$ cat src/design/bsg_pkg.sv
`timescale 1ns / 1ps
package bsg_pkg;

  localparam int MAX_WIDTH_DEF  = 1024;
  localparam int MAX_HEIGHT_DEF = 1024;
  localparam int FRAC_BITS_DEF  = 8;

  // fixed field widths
  localparam int COORD_W   = 18;
  localparam int WPOS_W    = 10;
  localparam int PIX_W     = 8;
  localparam int DIM_W     = 11;
  localparam int BORDER_W  = 8;
  localparam int WEIGHT_W  = 17;
  localparam int RES_W     = 16;
  localparam int CFG_IDX_W = 2;
  localparam int CFG_DAT_W = 11;
  localparam int S_DATA_W  = 64;
  localparam int M_DATA_W  = 120;
  localparam int M_USED_W  = 116;

  // register indexes
  localparam logic [CFG_IDX_W-1:0] REG_WIDTH  = 2'd0;
  localparam logic [CFG_IDX_W-1:0] REG_HEIGHT = 2'd1;
  localparam logic [CFG_IDX_W-1:0] REG_BORDER = 2'd2;

  // request kinds
  localparam logic KIND_WRITE  = 1'b0;
  localparam logic KIND_SAMPLE = 1'b1;

  // window phase of a sample
  localparam logic [1:0] PH_BASE  = 2'd0;
  localparam logic [1:0] PH_RIGHT = 2'd1;
  localparam logic [1:0] PH_BELOW = 2'd2;

  localparam int FIFO_DEPTH = 4;
  localparam int FIFO_PW    = 2;
  localparam int FIFO_CW    = 3;

  typedef logic [WEIGHT_W-1:0] weight_t;

  typedef struct packed {
    logic       valid;
    logic [1:0] phase;
    logic       oob;
    logic       inf;
    logic       sx;
    logic       sy;
    weight_t [3:0] w;
  } meta_t;

endpackage

$ cat src/design/bsg_ram.sv
`timescale 1ns / 1ps
module bsg_ram import bsg_pkg::*; #(
  parameter int WIDTH = 8,
  parameter int DEPTH = 2,
  localparam int AW = (DEPTH > 1) ? $clog2(DEPTH) : 1
) (
  input  logic             clk_i,
  input  logic             we_i,
  input  logic [AW-1:0]    waddr_i,
  input  logic [WIDTH-1:0] wdata_i,
  input  logic [AW-1:0]    raddr_i,
  output logic [WIDTH-1:0] rdata_o
);

  logic [WIDTH-1:0] mem [DEPTH];
  logic [WIDTH-1:0] rdata_q;

  always_ff @(posedge clk_i) begin
    if (we_i) begin
      mem[waddr_i] <= wdata_i;
    end
    rdata_q <= mem[raddr_i];
  end

  assign rdata_o = rdata_q;

endmodule

$ cat config.mk
export PLATFORM = sky130hd
export DESIGN_NAME = bsg_ram
export DESIGN_NICKNAME = d
export VERILOG_FILES = /design/src/design/bsg_pkg.sv /design/src/design/bsg_ram.sv
export SDC_FILE = /design/constraint.sdc
export NUM_CORES = 1
export LEC_CHECK = 0
export BUFFER_PORTS_ARGS = -buffer_cell sky130_fd_sc_hd__buf_4
export CORE_UTILIZATION = 48
export DETAILED_ROUTE_END_ITERATION = 16
export PLACE_DENSITY = 0.76
export SYNTH_ARGS = -nofsm -noshare
export SYNTH_HDL_FRONTEND = slang
export SYNTH_SLANG_ARGS = --single-unit
$ cat constraint.sdc
create_clock -name clk_i -period 1.43 [get_ports clk_i]
set_input_delay 0.286 -clock clk_i [delete_from_list [all_inputs] [get_ports clk_i]]
set_output_delay 0.286 -clock clk_i [all_outputs]
set_load 0.02 [all_outputs]
==> results of run 1 <==
-- cell usage in the layout, fill, tap and decap left out --
cell      instances
and2_1            1
dfxtp_1           8
nor2b_1           1
edfxtp_1         16
mux2_4            8
buf_4            20
clkinv_1          1
clkbuf_4          3
-- layer usage --
layer  share of wire, %  wire length, µm  vias up
met5                  0                0        -
met4                3.4               29        0
met3                6.2               52        4
met2                 47              400       18
met1                 43              359      154
li1                   -                -      176
-- cell type report --
type,count,area [µm²]
sequential,24,641
fill,108,554
timing repair buffer,20,150
multi-input combinational,10,133
clock buffer,3,22.5
tap,16,20.0
clock inverter,1,3.75
-- cells in the mapped netlist (all sizes together) --
| master | count | area, µm² |
|---|---|---|
| mux2 | 8 | 120 |
| buf | 1 | 11.3 |
| and2 | 1 | 6.26 |
| nor2b | 1 | 6.26 |
| dfxtp | 8 | 160 |
| edfxtp | 16 | 480 |
-- how the worst max path moves through the flow --
stage / start / endpoint / slack, ps / cells past startpoint
3_3_place_gp: waddr_i / mem[1][7]$_DFFE_PP_ / 390 / 2
6_report: rdata_o[5]$_DFF_P_ / rdata_o[5] / 380 / 1
4_1_cts: rdata_o[3]$_DFF_P_ / rdata_o[3] / 370 / 1
3_5_place_dp: waddr_i / mem[1][4]$_DFFE_PP_ / 370 / 2
2_1_floorplan: we_i / mem[0][0]$_DFFE_PP_ / 350 / 1
5_1_grt: rdata_o[3]$_DFF_P_ / rdata_o[3] / 340 / 1
-- flip-flops by register name, summed over array words and instances (netlist names) --
signal and flops:
mem 16, rdata_o 8
-- per-stage QoR --
step                hold slack [ps]  cells  area (µm²)  util (%)
floorplan                       385     35         785         -
global placement                455     70         943      61.9
detailed placement              459     70         943      61.9
CTS                             149     74         970      63.6
global route                    142     74         970      63.6
finish                          155     74         970      63.6
-- cell families (layout without fill, tap and decap cells) --
logic type             after synthesis  in the layout  share of synthesized area [%]
muxes                                8              8                           15.3
and+or+nand+nor                      2              2                           1.60
buffers and inverters                1             24                           1.44
DFF                                 24             24                           81.7
-- report_power, final --
part           switching, W  total (W)  internal, W
combinational     0.0000585   0.000136    0.0000771
sequential        0.0000118   0.000806     0.000794
clock              0.000183   0.000285     0.000102
==> flow_summary.json, run 1 <==
{
  "cts_buffers": 3,
  "cts_resized": 0,
  "cp_max_fo": 1,
  "ir_drop_mv": 0.918,
  "cts_buffer_depth": 2,
  "r2r_cells": 1,
  "grt-busiest-layer": "met2",
  "worstPathArrival_ps": 770,
  "drive_gt1_share_pct": 53.4,
  "gp_congestion": 0.628,
  "post_cts.repair.setup_buffers": 0,
  "setup_viol": 0,
  "dp_slack_ps": 371,
  "syn-num-nets": 47,
  "io_pins": 20,
  "fin_tns_setup_ps": 0,
  "setup_slack_ps": 375,
  "dr.pass1.iters": 2,
  "holdPathEnd": "mem[1][5]$_DFFE_PP_",
  "critical_path_buf_inv_count": 1,
  "drt_iter0_drc": 5,
  "synth_warnings": 0,
  "area_growth_pct": 23.6,
  "min_period_over_period_pct": 73.8,
  "syn_area_um2": 785,
  "cpLargestDelayFamily": "flip-flops",
  "root_buffer": "clkbuf_4",
  "cts_tree": "built",
  "hold_depth": 1,
  "drv_slew": 0,
  "worstHoldStart": "wdata_i[5]",
  "powerDensity_mw_per_mm2": 1260,
  "clkLatencyLatePin_ps": 300,
  "die_w_um": 42.4,
  "die-area_mm2": 0.00180,
  "via_per_inst": 4.76,
  "rrSetupSlack_ps": 670,
  "worst_pin_slew_ps": 347,
  "ys_ff_latch": 24,
  "rsz0062_at_grt": "no",
  "netlist_instances": 35,
  "max_freq_mhz": 948,
  "cp.required_ps": 1140,
  "met3_usage_pct": 2.59,
  "grt_pass1_vias": 273,
  "synth.distinct_cells": 6,
  "grt_use_met1_pct": 11.5,
  "diodes": 0,
  "htree_num_levels": 1,
  "grt_first_pass_wirelength_um": 1190,
  "total_power_w": 0.00123,
  "clk_pin_slew_ps": 120,
  "grt.total_usage_pct": 9.75,
  "globalRouteOverflowTotal": 0,
  "maxCapViolCount": 0,
  "hold_class": "primary input to register",
  "die_y_um": 42.4,
  "io_buffers": 19,
  "cp-end-kind": "output port",
  "ant_nets": 0,
  "core-area_mm2": 0.00152,
  "grt_max_degree": 14,
  "relSlewSlack_pct": 76.9,
  "grtUsageMet2_pct": 15.1,
  "fin_skew_ps": 3.80,
  "clock_sinks": 24,
  "leakage_nw": 0.400,
  "wl_per_cell_um": 11.4,
  "ctsHoldBuffers": 0,
  "hold_viol_final": 0,
  "routed_wl_um": 843,
  "grt_antenna_before_repair": 0,
  "fin_crit_ps": 1050,
  "crit_path_max_incr_delay_ps": 320,
  "synth.avg_cell_area_um2": 22.4,
  "r2r_end": "rdata_o[3]$_DFF_P_",
  "initial_core_util_pct": 51.5,
  "critPathSlowestCell": "dfxtp_1",
  "finalNetCount": 71,
  "placementRows": 14,
  "crit_chain": "buf_4",
  "drc": 0,
  "yosysSeqAreaShare_pct": 81.7,
  "r2r_start": "mem[0][3]$_DFFE_PP_",
  "vias": 352,
  "crit_path_start_kind": "register",
  "status": "completed",
  "worstSetupPathType": "register to output port"
}
Power figures use the tool's default switching activity.
==> run 2: changes to the inputs <==
- clock period: 1.43 -> 1 ns (I/O delays scaled with it)
==> run 2 against run 1 <==
Against the previous run:
- clock power rose by 43%
- worst hold slack worse by 86 ps
- core utilization rose by 0.33 points
- count of clock-buffer cells in the layout unchanged
- worst setup slack worse by 340 ps
- sequential power rose by 43%
- non-clock buffer count is the same
- largest cell class unchanged
==> flow_summary.json, run 2 (synthesis results as in run 1) <==
{
  "status": "completed",
  "cts_buffers": 3,
  "cts_buffer_depth": 2,
  "final_common_cell": "buf_4",
  "max_freq_mhz": 1030,
  "grt_antenna_before_repair": 0,
  "powerDensity_mw_per_mm2": 1800,
  "via_per_inst": 4.76,
  "cp_max_fo": 1,
  "clkLatencyLatePin_ps": 300,
  "dpl-instance-area_um2": 943,
  "maxCapViolCount": 0,
  "htree_num_levels": 1,
  "post_cts.repair.setup_buffers": 0,
  "r2r_end": "rdata_o[3]$_DFF_P_",
  "routed_wl_um": 842,
  "leakage_nw": 0.401,
  "clk_pin_slew_ps": 120,
  "diodes": 0,
  "worstHoldStart": "wdata_i[5]",
  "ctsHoldBuffers": 0,
  "worstPathArrival_ps": 770,
  "holdPathEnd": "mem[1][5]$_DFFE_PP_",
  "ant_nets": 0,
  "fin_skew_ps": 3.81,
  "vias": 352,
  "die-area_mm2": 0.00180,
  "worstSetupPathType": "register to output port",
  "globalRouteOverflowTotal": 0,
  "cp-end-kind": "output port",
  "min_period_over_period_pct": 96.9,
  "io_pins": 20,
  "critPathSlowestCell": "dfxtp_1",
  "layout_common_cells": "19 x buf_4, 16 x edfxtp_1, 8 x mux2_4, 7 x dfxtp_1, 3 x clkbuf_4",
  "crit_chain": "buf_4",
  "crit_path_start_kind": "register",
  "dr.pass1.iters": 2,
  "fin_tns_setup_ps": 0,
  "fin_area_um2": 975,
  "multi_input_area_um2": 133,
  "cp.required_ps": 800,
  "hold_viol_final": 0,
  "grt_max_degree": 14,
  "fin_crit_ps": 969,
  "largest_reg_flops": 16,
  "drive_gt1_share_pct": 55.2,
  "finalNetCount": 71,
  "critical_path_buf_inv_count": 1,
  "grt_first_pass_wirelength_um": 1190,
  "drv_slew": 0,
  "hold_depth": 1,
  "die_w_um": 42.4,
  "worst_pin_slew_ps": 347,
  "regMostFlops": "mem",
  "crit_path_max_incr_delay_ps": 320,
  "hold_class": "primary input to register",
  "setup_viol": 0,
  "relSlewSlack_pct": 76.9,
  "wl_per_cell_um": 11.4,
  "drt_iter0_drc": 5,
  "core-area_mm2": 0.00152,
  "die_y_um": 42.4,
  "grt.total_usage_pct": 9.75,
  "area_growth_pct": 24.2,
  "cts_tree": "built",
  "rrSetupSlack_ps": 240,
  "n_fill_cell": 108,
  "cpLargestDelayFamily": "flip-flops",
  "clock_sinks": 24,
  "gp_congestion": 0.628,
  "startpoint": "rdata_o[5]$_DFF_P_",
  "rsz0062_at_grt": "no",
  "initial_core_util_pct": 51.5,
  "root_buffer": "clkbuf_4",
  "io_buffers": 19,
  "drc": 0,
  "grt_pass1_vias": 273,
  "placementRows": 14,
  "r2r_start": "mem[0][3]$_DFFE_PP_",
  "ir_drop_mv": 1.31,
  "r2r_cells": 1,
  "register_area_um2": 642
}
==> run 2: cell counts in the layout (fill, tap and decap cells not counted) <==
No cell type changed its count.
==> run 2: what timing repair did <==
item                                   4_1_cts  5_1_grt
endpoints found under the hold margin        0        0
setup endpoints to repair                    0        1
gates resized for setup                      0        2
==> run 2: power by group <==
part | internal (W) | leakage (nW) | total (W) | switching, W
registers | 0.00114 | 0.218 | 0.00115 | 0.0000175
logic | 0.000112 | 0.168 | 0.000196 | 0.0000835
clock network | 0.000146 | 0.0154 | 0.000407 | 0.000262
==> run 2: per-layer routing <==
| metal | wire length, µm | part of all wire, % | GRT usage (%) | vias up |
|---|---|---|---|---|
| met3 | 50 | 5.9 | 2.59 | 4 |
| li1 | - | - | - | 176 |
| met2 | 400 | 48 | 15.1 | 18 |
| met1 | 360 | 43 | 11.5 | 154 |
| met5 | 0 | 0 | 0 | - |
| met4 | 29 | 3.4 | 7.50 | 0 |
==> run 2: layout make-up <==
cell class	instances	area share (%)
Clock buffer	3	2.31
Timing Repair Buffer	20	15.8
Tap cell	16	2.05
Clock inverter	1	0.385
Multi-Input combinational cell	10	13.6
Sequential cell	24	65.9
==> run 2: worst max path at each step <==
stage / slack [ps] / end / depth (start not counted)
finish: 30 / rdata_o[5] / 1
global route: 2 / rdata_o[5] / 1
CTS: 20 / rdata_o[3] / 1
detailed placement: 30 / mem[1][4]$_DFFE_PP_ / 2
global placement: 40 / mem[1][7]$_DFFE_PP_ / 2
floorplan: 7 / mem[0][0]$_DFFE_PP_ / 1
==> run 2: through the flow <==
step                      hold slack (ps)  setup WS [ps]  power [W]  std cells  utilization (%)
final                                69.0           31.1    0.00176         74             64.0
after global routing                 55.9           2.06    0.00181         74             64.0
after CTS                            63.5           21.7    0.00177         74             63.6
after global placement                386           41.7    0.00137         70             61.9
after detailed placement              387           26.6    0.00137         70             61.9
after floorplan                       299           6.56    0.00128         35                -
